<file path="src/hw/rtl/sync_frame_receiver_with_timeout_top_defines.svh">
// assertion macros used by the sync frame receiver frame core
`ifndef SYNC_FRAME_RECEIVER_WITH_TIMEOUT_TOP_DEFINES_SVH
`define SYNC_FRAME_RECEIVER_WITH_TIMEOUT_TOP_DEFINES_SVH

// same-cycle implication, checked outside reset
`define SFR_ASSERT_NOW(lbl, ante, cons, msg) \
   lbl: assert property (@(posedge clock) disable iff (reset) (ante) |-> (cons)) \
      else $error(msg);

// next-cycle implication, checked outside reset
`define SFR_ASSERT_NEXT(lbl, ante, cons, msg) \
   lbl: assert property (@(posedge clock) disable iff (reset) (ante) |=> (cons)) \
      else $error(msg);

`endif

</file>
<file path="src/hw/rtl/sfr_pkg.sv">
// types and constants of the sync frame receiver
package sfr_pkg;

   localparam logic [7:0] SYNC_RESET    = 8'h7E;
   localparam logic [7:0] TIMEOUT_RESET = 8'd10;
   localparam logic [7:0] CHECK_MASK    = 8'h7F;
   localparam logic [7:0] TICK_MAX      = 8'hFF;
   localparam logic [2:0] POS_IDLE      = 3'd0;
   localparam logic [2:0] POS_LAST_DATA = 3'd4;
   localparam logic [2:0] POS_SPARE     = 3'd5;
   localparam int         CSR_IDX_W     = 1;

   typedef enum logic [CSR_IDX_W-1:0] {
      CSR_SYNC    = 1'b0,
      CSR_TIMEOUT = 1'b1
   } csr_index_type;

   typedef enum logic {
      FUNC_BYTE = 1'b0,
      FUNC_TICK = 1'b1
   } func_type;

   typedef struct packed {
      func_type   func;
      logic [7:0] rx_byte;
   } item_type;

   typedef struct packed {
      logic       link_ok;
      logic       frame_accepted;
      logic [7:0] signal_byte;
      logic [7:0] switch_byte;
      logic [7:0] flex_switch_byte;
   } status_type;

endpackage

</file>
<file path="src/hw/rtl/sfr_in_stage.sv">
// input register of the sync frame receiver
module sfr_in_stage (
   input  logic              clock,
   input  logic              reset,
   input  logic              req_valid,
   output logic              req_ready,
   input  sfr_pkg::item_type req_item,
   input  logic              advance,
   output logic              item_valid,
   output sfr_pkg::item_type item
);

   logic              valid_ff;
   logic              valid_in;
   sfr_pkg::item_type item_ff;
   logic              take;

   assign req_ready = !valid_ff || advance;
   assign take      = req_valid && req_ready;

   always_comb begin
      valid_in = valid_ff;
      if (take) begin
         valid_in = 1'b1;
      end else if (advance) begin
         valid_in = 1'b0;
      end
   end

   always_ff @(posedge clock) begin
      if (reset) begin
         valid_ff <= 1'b0;
      end else begin
         valid_ff <= valid_in;
      end
   end

   always_ff @(posedge clock) begin
      if (take) begin
         item_ff <= req_item;
      end
   end

   assign item_valid = valid_ff;
   assign item       = item_ff;

endmodule

</file>
<file path="src/hw/rtl/sfr_frame_core.sv">
// frame assembly, check, link timeout and status of the sync frame receiver
`include "sync_frame_receiver_with_timeout_top_defines.svh"

module sfr_frame_core (
   input  logic                clock,
   input  logic                reset,
   input  logic                fire,
   input  sfr_pkg::item_type   item,
   input  logic [7:0]          sync_byte,
   input  logic [7:0]          timeout_ticks,
   output sfr_pkg::status_type status
);

   logic [2:0] pos_ff;
   logic [2:0] pos_in;
   logic [7:0] bytes_ff [4];
   logic [7:0] bytes_in [4];
   logic [7:0] signal_ff;
   logic [7:0] signal_in;
   logic [7:0] switch_ff;
   logic [7:0] switch_in;
   logic [7:0] flex_ff;
   logic [7:0] flex_in;
   logic       ok_ff;
   logic       ok_in;
   logic [7:0] tick_ff;
   logic [7:0] tick_in;
   logic [7:0] tick_inc;
   logic [1:0] wr_idx;
   logic [7:0] check;
   logic       accepted;

   assign wr_idx   = 2'(pos_ff - 3'd1);
   assign check    = ~8'(bytes_ff[0] + bytes_ff[1] + bytes_ff[2]) & sfr_pkg::CHECK_MASK;
   assign tick_inc = (tick_ff == sfr_pkg::TICK_MAX) ? tick_ff : 8'(tick_ff + 8'd1);

   always_comb begin
      pos_in    = pos_ff;
      bytes_in  = bytes_ff;
      signal_in = signal_ff;
      switch_in = switch_ff;
      flex_in   = flex_ff;
      ok_in     = ok_ff;
      tick_in   = tick_ff;
      accepted  = 1'b0;
      case (item.func)
         sfr_pkg::FUNC_TICK: begin
            tick_in = tick_inc;
            if (tick_inc > timeout_ticks) begin
               ok_in = 1'b0;
            end
         end
         sfr_pkg::FUNC_BYTE: begin
            if (pos_ff == sfr_pkg::POS_IDLE) begin
               if (item.rx_byte == sync_byte) begin
                  pos_in = 3'd1;
               end
            end else if (pos_ff == sfr_pkg::POS_SPARE) begin
               // sixth byte is the spare, frame is complete
               pos_in = sfr_pkg::POS_IDLE;
               if (check == bytes_ff[3]) begin
                  accepted  = 1'b1;
                  signal_in = bytes_ff[0];
                  switch_in = bytes_ff[1];
                  flex_in   = bytes_ff[2];
                  ok_in     = 1'b1;
                  tick_in   = 8'd0;
               end
            end else begin
               if (pos_ff <= sfr_pkg::POS_LAST_DATA) begin
                  bytes_in[wr_idx] = item.rx_byte;
               end
               pos_in = 3'(pos_ff + 3'd1);
            end
         end
         default: begin
            pos_in = pos_ff;
         end
      endcase
   end

   always_ff @(posedge clock) begin
      if (reset) begin
         pos_ff    <= sfr_pkg::POS_IDLE;
         signal_ff <= 8'd0;
         switch_ff <= 8'd0;
         flex_ff   <= 8'd0;
         ok_ff     <= 1'b0;
         tick_ff   <= 8'd0;
      end else if (fire) begin
         pos_ff    <= pos_in;
         signal_ff <= signal_in;
         switch_ff <= switch_in;
         flex_ff   <= flex_in;
         ok_ff     <= ok_in;
         tick_ff   <= tick_in;
      end
   end

   always_ff @(posedge clock) begin
      if (fire) begin
         bytes_ff <= bytes_in;
      end
   end

   // snapshot after this item
   assign status.link_ok          = ok_in;
   assign status.frame_accepted   = accepted;
   assign status.signal_byte      = signal_in;
   assign status.switch_byte      = switch_in;
   assign status.flex_switch_byte = flex_in;

   `SFR_ASSERT_NOW(a_pos_range, 1'b1, pos_ff <= sfr_pkg::POS_SPARE,
      "frame position out of range")
   `SFR_ASSERT_NEXT(a_accept_effect, fire && accepted, ok_ff && tick_ff == 8'd0,
      "good frame did not set link and clear ticks")
   `SFR_ASSERT_NOW(a_ok_rise, $rose(ok_ff), $past(fire && accepted),
      "link ok set without a good frame")
   `SFR_ASSERT_NEXT(a_tick_mono, fire && item.func == sfr_pkg::FUNC_TICK,
      tick_ff >= $past(tick_ff), "tick counter went down on a tick")

endmodule

</file>
<file path="src/hw/rtl/sfr_out_stage.sv">
// result register of the sync frame receiver
module sfr_out_stage (
   input  logic                clock,
   input  logic                reset,
   input  logic                load,
   input  sfr_pkg::status_type status,
   input  logic                rsp_ready,
   output logic                rsp_valid,
   output logic                can_load,
   output sfr_pkg::status_type rsp_status
);

   logic                valid_ff;
   logic                valid_in;
   sfr_pkg::status_type status_ff;

   assign can_load = !valid_ff || rsp_ready;

   always_comb begin
      valid_in = valid_ff;
      if (load) begin
         valid_in = 1'b1;
      end else if (rsp_ready) begin
         valid_in = 1'b0;
      end
   end

   always_ff @(posedge clock) begin
      if (reset) begin
         valid_ff <= 1'b0;
      end else begin
         valid_ff <= valid_in;
      end
   end

   always_ff @(posedge clock) begin
      if (load) begin
         status_ff <= status;
      end
   end

   assign rsp_valid  = valid_ff;
   assign rsp_status = status_ff;

endmodule

</file>
<file path="src/hw/rtl/sync_frame_receiver_with_timeout_top.sv">
// Sync frame receiver with link timeout. Each req transfer is a received byte (func 0)
// or a 10 ms tick (func 1); each one yields exactly one rsp transfer carrying the status
// after that item. One item is taken every cycle while rsp is not stalled: the item sits
// in an input register, one pass of frame logic updates the state and loads the result
// register, which drives rsp; a full result register that is not taken holds both.
// req_ready follows rsp_ready combinationally through both registers. csr_index 0
// writes the sync byte (reset 0x7E), 1 the timeout in ticks (reset 10); write them only
// while no item is in flight.
module sync_frame_receiver_with_timeout_top (
   input  logic                           clock,
   input  logic                           reset,
   input  logic                           req_valid,
   output logic                           req_ready,
   input  logic                           req_func,
   input  logic [7:0]                     req_rx_byte,
   output logic                           rsp_valid,
   input  logic                           rsp_ready,
   output logic                           rsp_link_ok,
   output logic                           rsp_frame_accepted,
   output logic [7:0]                     rsp_signal_byte,
   output logic [7:0]                     rsp_switch_byte,
   output logic [7:0]                     rsp_flex_switch_byte,
   input  logic                           csr_wen,
   input  logic [sfr_pkg::CSR_IDX_W-1:0]  csr_index,
   input  logic [7:0]                     csr_wdata
);

   logic [7:0]          sync_ff;
   logic [7:0]          timeout_ff;
   sfr_pkg::item_type   req_item;
   sfr_pkg::item_type   item;
   logic                item_valid;
   logic                can_load;
   logic                fire;
   sfr_pkg::status_type status;
   sfr_pkg::status_type rsp_status;

   always_ff @(posedge clock) begin
      if (reset) begin
         sync_ff    <= sfr_pkg::SYNC_RESET;
         timeout_ff <= sfr_pkg::TIMEOUT_RESET;
      end else if (csr_wen) begin
         case (sfr_pkg::csr_index_type'(csr_index))
            sfr_pkg::CSR_SYNC:    sync_ff    <= csr_wdata;
            sfr_pkg::CSR_TIMEOUT: timeout_ff <= csr_wdata;
            default:              sync_ff    <= sync_ff;
         endcase
      end
   end

   assign req_item.func    = sfr_pkg::func_type'(req_func);
   assign req_item.rx_byte = req_rx_byte;
   assign fire             = item_valid && can_load;

   sfr_in_stage u_in_stage (
      .clock      (clock),
      .reset      (reset),
      .req_valid  (req_valid),
      .req_ready  (req_ready),
      .req_item   (req_item),
      .advance    (can_load),
      .item_valid (item_valid),
      .item       (item)
   );

   sfr_frame_core u_frame_core (
      .clock         (clock),
      .reset         (reset),
      .fire          (fire),
      .item          (item),
      .sync_byte     (sync_ff),
      .timeout_ticks (timeout_ff),
      .status        (status)
   );

   sfr_out_stage u_out_stage (
      .clock      (clock),
      .reset      (reset),
      .load       (fire),
      .status     (status),
      .rsp_ready  (rsp_ready),
      .rsp_valid  (rsp_valid),
      .can_load   (can_load),
      .rsp_status (rsp_status)
   );

   assign rsp_link_ok          = rsp_status.link_ok;
   assign rsp_frame_accepted   = rsp_status.frame_accepted;
   assign rsp_signal_byte      = rsp_status.signal_byte;
   assign rsp_switch_byte      = rsp_status.switch_byte;
   assign rsp_flex_switch_byte = rsp_status.flex_switch_byte;

endmodule

</file>
<file path="config.mk">
export PLATFORM = sky130hd
export DESIGN_NAME = sync_frame_receiver_with_timeout_top
export DESIGN_NICKNAME = d
export VERILOG_FILES = /design/src/hw/rtl/sfr_pkg.sv /design/src/hw/rtl/sfr_in_stage.sv /design/src/hw/rtl/sfr_frame_core.sv /design/src/hw/rtl/sfr_out_stage.sv /design/src/hw/rtl/sync_frame_receiver_with_timeout_top.sv
export VERILOG_INCLUDE_DIRS = /design/src /design/src/hw/rtl
export SDC_FILE = /design/constraint.sdc
export NUM_CORES = 1
export LEC_CHECK = 0
export BUFFER_PORTS_ARGS = -buffer_cell sky130_fd_sc_hd__clkbuf_2
export CORE_MARGIN = 8
export CORE_UTILIZATION = 50
export CTS_BUF_LIST = sky130_fd_sc_hd__clkbuf_16
export CTS_CLUSTER_SIZE = 28
export DETAILED_ROUTE_END_ITERATION = 7
export GPL_ROUTABILITY_DRIVEN = 0
export HOLD_SLACK_MARGIN = 0.08
export PLACE_DENSITY = 0.69
export SKIP_LAST_GASP = 1
export SYNTH_ARGS = -nofsm -noshare
export SYNTH_HDL_FRONTEND = slang
export SYNTH_SLANG_ARGS = --single-unit
</file>
<file path="constraint.sdc">
create_clock -name clock -period 5 [get_ports clock]
set_input_delay 0.25 -clock clock [delete_from_list [all_inputs] [get_ports clock]]
set_output_delay 0.25 -clock clock [all_outputs]
set_load 0.02 [all_outputs]
</file>
==> results.toml, run 1 <==
[layout]
fin_nets = 585
area_delta_synth_final_pct = 19.6
diodes = 0
layout-drive-gt1-share_pct = 20.1

[worst_setup_path]
cp_top_family = "simple AND/OR/NAND/NOR gates"
cp.arrival_ps = 4230
slowest_delay_ps = 620
slowest_stage = "nor2_8"
cp_cell_sequence = "inv_1 -> fa_1 -> inv_1 -> ha_1 -> inv_1 -> fa_1 -> xor2_1 -> nor3_1 -> and3_1 -> nand4_4 -> nor2_8 -> mux2_2"
worstPathRequired_ps = 5150
startpoint_type = "flip-flop"
reg2reg_depth = 12
critPathCaptureType = "flip-flop"
cpMostUsedCell = "inv_1"
crit_fanout = 28
critPathKind = "reg2reg"
cp.depth = 12
crit_buf_inv = 3

[grt]
antenna_found_initial = 0
grt_first_pass_wirelength_um = 19800
grt_max_degree = 46
top_usage_layer = "met2"
use_met1_pct = 20.6
use_met2_pct = 28.6
grt_pass1_vias = 3942
grt_usage_pct = 17.3
overflow = 0
grt.met3_usage_pct = 5.17

[die]
fp.coreArea_um2 = 10800
rows = 38
die_h_um = 121
die_w_um = 121
start_util_pct = 50.9
dieArea_um2 = 14600
ioPinCount = 51

[sta]
fin_ws_ps = 916
worst_pin_slew_ps = 1060
layout_min_cycle_time_ps = 4080
clock_skew_ps = 14.2
slew_viol_final = 0
finalSetupTns_ps = 0
rsz0062_at_grt = "no"
finalSetupViolCount = 0
min_period_over_period_pct = 81.7
relSlewSlack_pct = 28.5
max_freq_mhz = 245
finalHoldViolCount = 0

[detailed_routing]
drc_errors = 0
wl_um = 11900
wl_per_cell_um = 17.1
drtAntennaViolNets = 0
firstDrtPassIters = 5
num_vias = 3895
drt_iter0_markers = 297
vias_per_cell = 5.62

[clocking]
h-tree-depth = 4
path_clk_slew_ps = 60
cts_tree = "done"
cts-resized-gates = 0
cts-root-buf = "clkbuf_16"
cts-hold-fix-buffers = 13
cts.sinks = 121
clock_latency_ps = 410
cts.path.max_buffers = 2
numCtsBuffers = 17
post_cts_buffers = 0

[logic_synthesis]
ys.flop_type = "edfxtp_1"
synthDistinctLibCells = 49
synth.ff_latch_count = 121
yosysMostFrequentCell = "edfxtp_1"
async_flop_share_pct = 0
synth_common_cells = "67 x edfxtp_1, 54 x dfxtp_1, 52 x a21oi_1"
yosys.area.top_type = "edfxtp_1"
yosys-top-cells-area = "edfxtp_1 37%, dfxtp_1 20%, mux2_4 5.5%"
yosysSeqAreaShare_pct = 56.3
syn_nets = 524
synth_edf_count = 67
synth_area_um2 = 5490
synth_top_area_share_pct = 36.6
synth_area_per_cell_um2 = 11.5
syn_inst = 479
yosys_warnings = 0

[placement]
pre_cts_slack_ps = 923
io_buffers = 50
dpl.hpwl_um = 8110

[job]
drv_cap = 0

[status]
outcome = "complete, no violations"

[hold_path]
min_delay_path_depth = 3
hp-class = "in2reg"

[power_and_ir_drop]
p_leak_nw = 2.51
vdd_drop_max_mv = 0.300
power.density_nw_per_um2 = 378
[power by group]
group / internal, W / switching (W) / leakage (nW)
Clock: 0.000856 / 0.000429 / 0.307
Sequential: 0.00107 / 0.0000177 / 1.04
Combinational: 0.0000390 / 0.0000651 / 1.16
[cells by family (layout without fill, tap and decap cells)]
kind of cell / count (synthesis) / count (layout) / share of synthesized area, %
compound gates: 103 / 103 / 10.6
xor+xnor: 24 / 24 / 4.08
fa+ha+maj: 22 / 22 / 5.97
buf+inv: 44 / 118 / 3.71
flops: 121 / 121 / 56.3
mux: 25 / 25 / 6.49
simple gates: 140 / 140 / 12.8
[through the flow]
stage | cell area, µm² | hold slack (ps) | std cells | utilization (%) | total power (W)
after detailed placement | 5810 | 429 | 648 | 53.8 | 0.00121
final | 6570 | 95.0 | 693 | 60.9 | 0.00248
after CTS | 6570 | 80.9 | 693 | 60.9 | 0.00250
after global placement | 5810 | 427 | 648 | 53.8 | 0.00120
after global routing | 6570 | 97.2 | 693 | 60.9 | 0.00255
after floorplan | 5490 | 349 | 479 | - | 0.00117
[final cells by class]
type                       count  area (µm²)
fill                         838        4220
inverter                      20        75.1
clock inverter                14         179
sequential                   121        3090
clock buffer                  18         450
timing repair buffer          66         403
tap                          140         175
multi-input combinational    314        2200
[tightest hold or removal path, delay by kind of cell]
family          cells  cell delay, ps
buf+inv             1             100
compound gates      1              50
simple gates        1              50
[cells in the final DEF, fill, tap and decap left out, drive strengths merged, types with 3 or more instances in the layout]
| cell type | count |
|---|---|
| and2 | 4 |
| a21o | 3 |
| nand3 | 37 |
| nor2 | 19 |
| clkinvlp | 3 |
| inv | 23 |
| xor2 | 9 |
| nor2b | 4 |
| edfxtp | 67 |
| nand4 | 7 |
| nor3 | 6 |
| fa | 7 |
| dfxtp | 54 |
| o21a | 4 |
| nand2b | 3 |
| bufinv | 4 |
| a21oi | 52 |
| buf | 3 |
| nand2 | 46 |
| clkbuf | 68 |
| dlygate4sd3 | 13 |
| xnor2 | 14 |
| o21ai | 27 |
| mux2 | 25 |
| and3 | 7 |
| clkinv | 4 |
| o211ai | 4 |
| ha | 15 |
[flip-flops by register name (all words and copies together), names as in the netlist]
name	cells
timeout_ff	8
u_frame_core.pos_ff	3
u_frame_core.tick_ff	8
sync_ff	8
u_out_stage.rsp_status	26
u_out_stage.rsp_valid	1
u_frame_core.signal_ff	8
u_frame_core.switch_ff	8
u_frame_core.bytes_ff	32
u_in_stage.item_valid	1
u_in_stage.item	9
u_frame_core.ok_ff	1
u_frame_core.flex_ff	8
[layer usage]
layer	routed length [µm]	part of all wire (%)
met1	5060	43
met2	5690	48
met3	895	7.5
met4	233	2.0
met5	0	0
[final timing paths]
| kind | to | slack, ps | startpoint |
|---|---|---|---|
| max | u_out_stage.rsp_status[7] | 920 | u_frame_core.bytes_ff[9] |
| min | timeout_ff[7] | 90 | csr_wdata[7] |
| max reg2reg | u_out_stage.rsp_status[7] | 920 | u_frame_core.bytes_ff[9] |
| min reg2reg | timeout_ff[7] | 460 | timeout_ff[7] |
Power figures use the tool's default switching activity.
==> inputs of run 2 (changes only) <==
==> constraint.sdc (replaced) <==
create_clock -name clock -period 4 [get_ports clock]
set_input_delay 0.2 -clock clock [delete_from_list [all_inputs] [get_ports clock]]
set_output_delay 0.2 -clock clock [all_outputs]
set_load 0.02 [all_outputs]
==> results.toml, run 2 (synthesis gave the netlist of run 1 again) <==
[sta]
finalSetupTns_ps = 0
finalHoldViolCount = 0
holdWs_ps = 140
rsz0062_at_grt = "no"
clock_skew_ps = 11.0
max_freq_mhz = 268
finalSetupViolCount = 0
slew_viol_final = 0
worst_pin_slew_ps = 1050
min_period_over_period_pct = 93.4
layout_min_cycle_time_ps = 3740
relSlewSlack_pct = 29.7

[grt]
overflow = 0
use_met2_pct = 29.3
grt_max_degree = 46
grt_pass1_vias = 4110
grt_usage_pct = 17.3
antenna_found_initial = 0
grt_first_pass_wirelength_um = 19900
grt.met3_usage_pct = 3.92
top_usage_layer = "met2"
use_met1_pct = 20.5

[layout]
largest-register = "u_frame_core.bytes_ff"
final_cell_mix = "67 x edfxtp_1, 54 x dfxtp_1, 52 x a21oi_1"
instances_no_fill = 701
largest_register_ffs = 32
postLayoutCoreUtil_pct = 61.0
fin_nets = 593
layout-drive-gt1-share_pct = 20.7
diodes = 0
area_delta_synth_final_pct = 20.0
final_common_cell = "edfxtp_1"

[placement]
numPlacedInstances = 651
dpl.hpwl_um = 8210
io_buffers = 50

[worst_setup_path]
reg2reg_depth = 12
crit_buf_inv = 3
critPathKind = "reg2reg"
cpMostUsedCell = "inv_1"
cp.depth = 12
cp_top_family = "adder cells"
worstPathRequired_ps = 4140
cp.arrival_ps = 3880
startpoint_type = "flip-flop"
crit_fanout = 24
critPathCaptureType = "flip-flop"
slowest_stage = "fa_1"
cp_cell_sequence = "inv_1 -> fa_1 -> inv_1 -> ha_1 -> inv_1 -> fa_1 -> xor2_1 -> nor3_1 -> and3_1 -> nand4_4 -> nor2_8 -> mux2_2"
slowest_delay_ps = 530

[job]
drv_cap = 0

[clocking]
cts.path.max_buffers = 2
cts.sinks = 121
clock_latency_ps = 400
post_cts_buffers = 0
numCtsBuffers = 17
path_clk_slew_ps = 60
cts-root-buf = "clkbuf_16"
cts_tree = "done"
h-tree-depth = 4

[status]
outcome = "complete, no violations"

[die]
start_util_pct = 50.9
ioPinCount = 51
die_h_um = 121
fp.coreArea_um2 = 10800
rows = 38
die_w_um = 121
dieArea_um2 = 14600

[power_and_ir_drop]
power.density_nw_per_um2 = 446
p_leak_nw = 2.52
vdd_drop_max_mv = 0.241

[detailed_routing]
wl_um = 12000
drc_errors = 0
vias_per_cell = 5.54
wl_per_cell_um = 17.2
drt_iter0_markers = 314
num_vias = 3881
drtAntennaViolNets = 0
firstDrtPassIters = 5

[hold_path]
hp-class = "in2reg"
min_delay_path_depth = 4
-- run 2: cell types whose count changed in the layout (fill, tap and decap cells not counted), sizes merged --
cell,previous run,this run
bufinv,4,1
inv,23,22
buf,3,6
clkinv,4,8
dlygate4sd3,13,18
-- run 2: final cells by class --
type	count	area, µm²
Clock buffer	18	450
Clock inverter	14	124
Fill cell	850	4200
Inverter	20	75.1
Multi-Input combinational cell	314	2200
Sequential cell	121	3090
Tap cell	140	175
Timing Repair Buffer	74	475
-- run 2: routing by layer --
metal  wire length [µm]  part of all wire (%)
met4                182                   1.5
met2               5880                    49
met3                623                   5.2
met5                  0                     0
met1               5340                    44
-- run 2: path summary, 6_finish.rpt --
kind              slack, ps                startpoint                          to
setup / recovery        260  u_frame_core.bytes_ff[9]  u_out_stage.rsp_status[15]
hold / removal          140                 rsp_ready       u_out_stage.rsp_valid
setup reg to reg        260  u_frame_core.bytes_ff[9]  u_out_stage.rsp_status[15]
hold reg to reg         460             timeout_ff[5]               timeout_ff[5]
-- run 2: worst reg2reg max path: cells and delay by family (launching register included) --
family	cells	cell delay, ps
multiplexers	1	410
flip-flops	1	380
adder cells (fa/ha/maj)	3	1170
AND/OR/NAND/NOR	4	1140
buffers and inverters	3	200
XOR/XNOR	1	180
-- run 2: report_power, final --
group / switching, W / total [W] / internal [W]
sequential: 0.0000233 / 0.00136 / 0.00134
combinational: 0.0000805 / 0.000132 / 0.0000519
clock: 0.000549 / 0.00144 / 0.000891
-- run 2: stage by stage --
stage,setup WS [ps],cell area (µm²),total power [W]
after global placement,408,5830,0.00151
after global routing,76.0,6590,0.00303
after CTS,261,6590,0.00296
after floorplan,703,5490,0.00146
after detailed placement,285,5830,0.00151
final,263,6590,0.00294
-- run 2: what timing repair did --
| item | CTS | global route |
|---|---|---|
| resized for setup | 0 | 0 |
| hold buffers | 18 | 0 |
| endpoints found under the setup margin | 0 | 0 |
| endpoints found under the hold margin | 26 | 0 |
==> inputs of run 3 (changes only) <==
--- a/config.mk
+++ b/config.mk
@@ -6,6 +6,7 @@
 export SDC_FILE = /design/constraint.sdc
 export NUM_CORES = 1
 export LEC_CHECK = 0
+export ABC_AREA = 1
 export BUFFER_PORTS_ARGS = -buffer_cell sky130_fd_sc_hd__clkbuf_2
 export CORE_MARGIN = 8
 export CORE_UTILIZATION = 50
==> results.toml, run 3 <==
[status]
outcome = "complete, no violations"

[detailed_routing]
wl_um = 12200
drc_errors = 0
firstDrtPassIters = 4
drtAntennaViolNets = 0
num_vias = 4370
wl_per_cell_um = 14.2
drt_iter0_markers = 315
vias_per_cell = 5.11

[logic_synthesis]
async_flop_share_pct = 0
synthDistinctLibCells = 37
syn_nets = 678
synth_common_cells = "145 x nand2_1, 83 x inv_1, 75 x nor2_1"
ys.flop_type = "edfxtp_1"
synth_area_per_cell_um2 = 9.08
yosys.area.top_type = "edfxtp_1"
yosys_warnings = 0
syn_inst = 633
synth.ff_latch_count = 121
yosys-top-cells-area = "edfxtp_1 35%, dfxtp_1 19%, nand2_1 9.5%"
synth_top_area_share_pct = 35.0
yosysMostFrequentCell = "nand2_1"
synth_edf_count = 67
synth_area_um2 = 5750
yosysSeqAreaShare_pct = 53.8

[sta]
worst_pin_slew_ps = 1140
relSlewSlack_pct = 23.5
finalHoldViolCount = 0
finalSetupViolCount = 0
layout_min_cycle_time_ps = 3330
finalSetupTns_ps = 0
clock_skew_ps = 7.13
slew_viol_final = 0
holdWs_ps = 90.6
rsz0062_at_grt = "no"
max_freq_mhz = 300
min_period_over_period_pct = 83.3

[layout]
final_area_um2 = 6790
final_common_cell = "nand2_1"
final_cell_mix = "145 x nand2_1, 83 x inv_1, 75 x nor2_1"
largest_register_ffs = 32
fin_nets = 745
postLayoutCoreUtil_pct = 60.0
area_delta_synth_final_pct = 18.2
largest-register = "u_frame_core.bytes_ff"
layout-drive-gt1-share_pct = 16.3
diodes = 0

[power_and_ir_drop]
pwr-share-seq_pct = 44.0
p_int_w = 0.00247
comb_power_share_pct = 6.4
power.density_nw_per_um2 = 468
p_leak_nw = 3.14
p_clk_share_pct = 49.6
p_sw_share_pct = 22.1
p_sw_w = 0.000703
vdd_drop_max_mv = 0.239

[worst_setup_path]
worstPathRequired_ps = 4300
crit_buf_inv = 5
cpMostUsedCell = "inv_1"
cp_cell_sequence = "inv_1 -> fa_1 -> inv_1 -> ha_1 -> inv_1 -> fa_1 -> inv_1 -> nand2_1 -> nand3_2 -> nor2_2 -> nand3_2 -> nor2_8 -> nand3_4 -> nand2_1 -> nand3_1 -> nand2_1 -> inv_1"
critPathCaptureType = "flip-flop"
cp_top_family = "simple AND/OR/NAND/NOR gates"
cp.arrival_ps = 3630
slowest_delay_ps = 520
startpoint_type = "flip-flop"
crit_fanout = 26
slowest_stage = "fa_1"
critPathKind = "reg2reg"

[die]
start_util_pct = 50.8
fp.coreArea_um2 = 11300
die_h_um = 123
rows = 39
die_w_um = 123
ioPinCount = 51
dieArea_um2 = 15200

[clocking]
cts.path.max_buffers = 2
cts_tree = "done"
clock_latency_ps = 410
cts-root-buf = "clkbuf_16"
h-tree-depth = 4
post_cts_buffers = 0
cts-resized-gates = 0
path_clk_slew_ps = 50
cts.sinks = 121
cts-hold-fix-buffers = 17
numCtsBuffers = 17

[grt]
grt_first_pass_wirelength_um = 20300
overflow = 0
antenna_found_initial = 0
grt_pass1_vias = 4334
grt_max_degree = 58
grt_usage_pct = 17.0

[hold_path]
hp-class = "in2reg"

[placement]
place_area_um2 = 6020
dpl.hpwl_um = 8450
io_buffers = 50

[job]
drv_cap = 0
## run 3: changes by cell type after synthesis, sizes merged, moves of 5 or more
| cell | previous run | this run |
|---|---|---|
| nand2 | 46 | 165 |
| inv | 20 | 86 |
| nor2 | 19 | 78 |
| a21oi | 52 | 26 |
| mux2 | 25 | 0 |
| nand4 | 7 | 30 |
| o21ai | 27 | 14 |
| xnor2 | 14 | 5 |
| and3 | 7 | 0 |
| clkbuf | 15 | 10 |
| xor2 | 9 | 4 |
## run 3: worst paths after layout
check	start	endpoint	slack, ps	cells after the start
setup / recovery	u_frame_core.bytes_ff[17]	u_frame_core.flex_ff[7]	670	17
hold / removal	rsp_ready	u_out_stage.rsp_valid	90	4
setup reg to reg	u_frame_core.bytes_ff[17]	u_frame_core.flex_ff[7]	670	17
hold reg to reg	timeout_ff[6]	timeout_ff[6]	470	2
## run 3: final cells by class
type	instances	area (µm²)
fillers	975	4530
flip-flops and latches	121	3090
multi-input cells	404	2150
repair buffers	69	435
clock buffers	17	425
inverters	87	327
clock inverters	15	183
well taps	143	179
## run 3: cell families after synthesis
family	synth area share, %
compound gates	4.85
flops	53.8
xor+xnor	1.50
simple gates	25.2
buf+inv	8.75
fa+ha+maj	5.70
mux	0.174
## run 3: layer usage
metal  global-route usage [%]  vias to the layer above  share of wire, %
li1                         -                     2196                 -
met1                     20.1                     2037                43
met2                     28.7                      119                50
met3                     5.57                       18               5.8
met4                     5.42                        0               1.6
met5                        0                        -                 0
## run 3: worst register-to-register path, delay by kind of cell, from the launching register on
family                     cells  cell delay (ps)
and+or+nand+nor                9             1390
buffers and inverters          5              330
DFF                            1              400
adders and majority gates      3             1100
## run 3: metrics by stage
stage | total power [W] | std cells | setup WS (ps)
final | 0.00318 | 856 | 669
after floorplan | 0.00156 | 633 | 1190
after detailed placement | 0.00161 | 807 | 704
after CTS | 0.00319 | 856 | 653
after global placement | 0.00160 | 807 | 747
after global routing | 0.00329 | 856 | 425
## run 3: power groups by stage
stage | registers [W] | logic, W | clock network [W]
after global routing | 0.00140 | 0.000233 | 0.00165
after global placement | 0.00142 | 0.000181 | 0
after detailed placement | 0.00142 | 0.000190 | 0
after CTS | 0.00140 | 0.000205 | 0.00159
final | 0.00140 | 0.000204 | 0.00158
after floorplan | 0.00143 | 0.000125 | 0
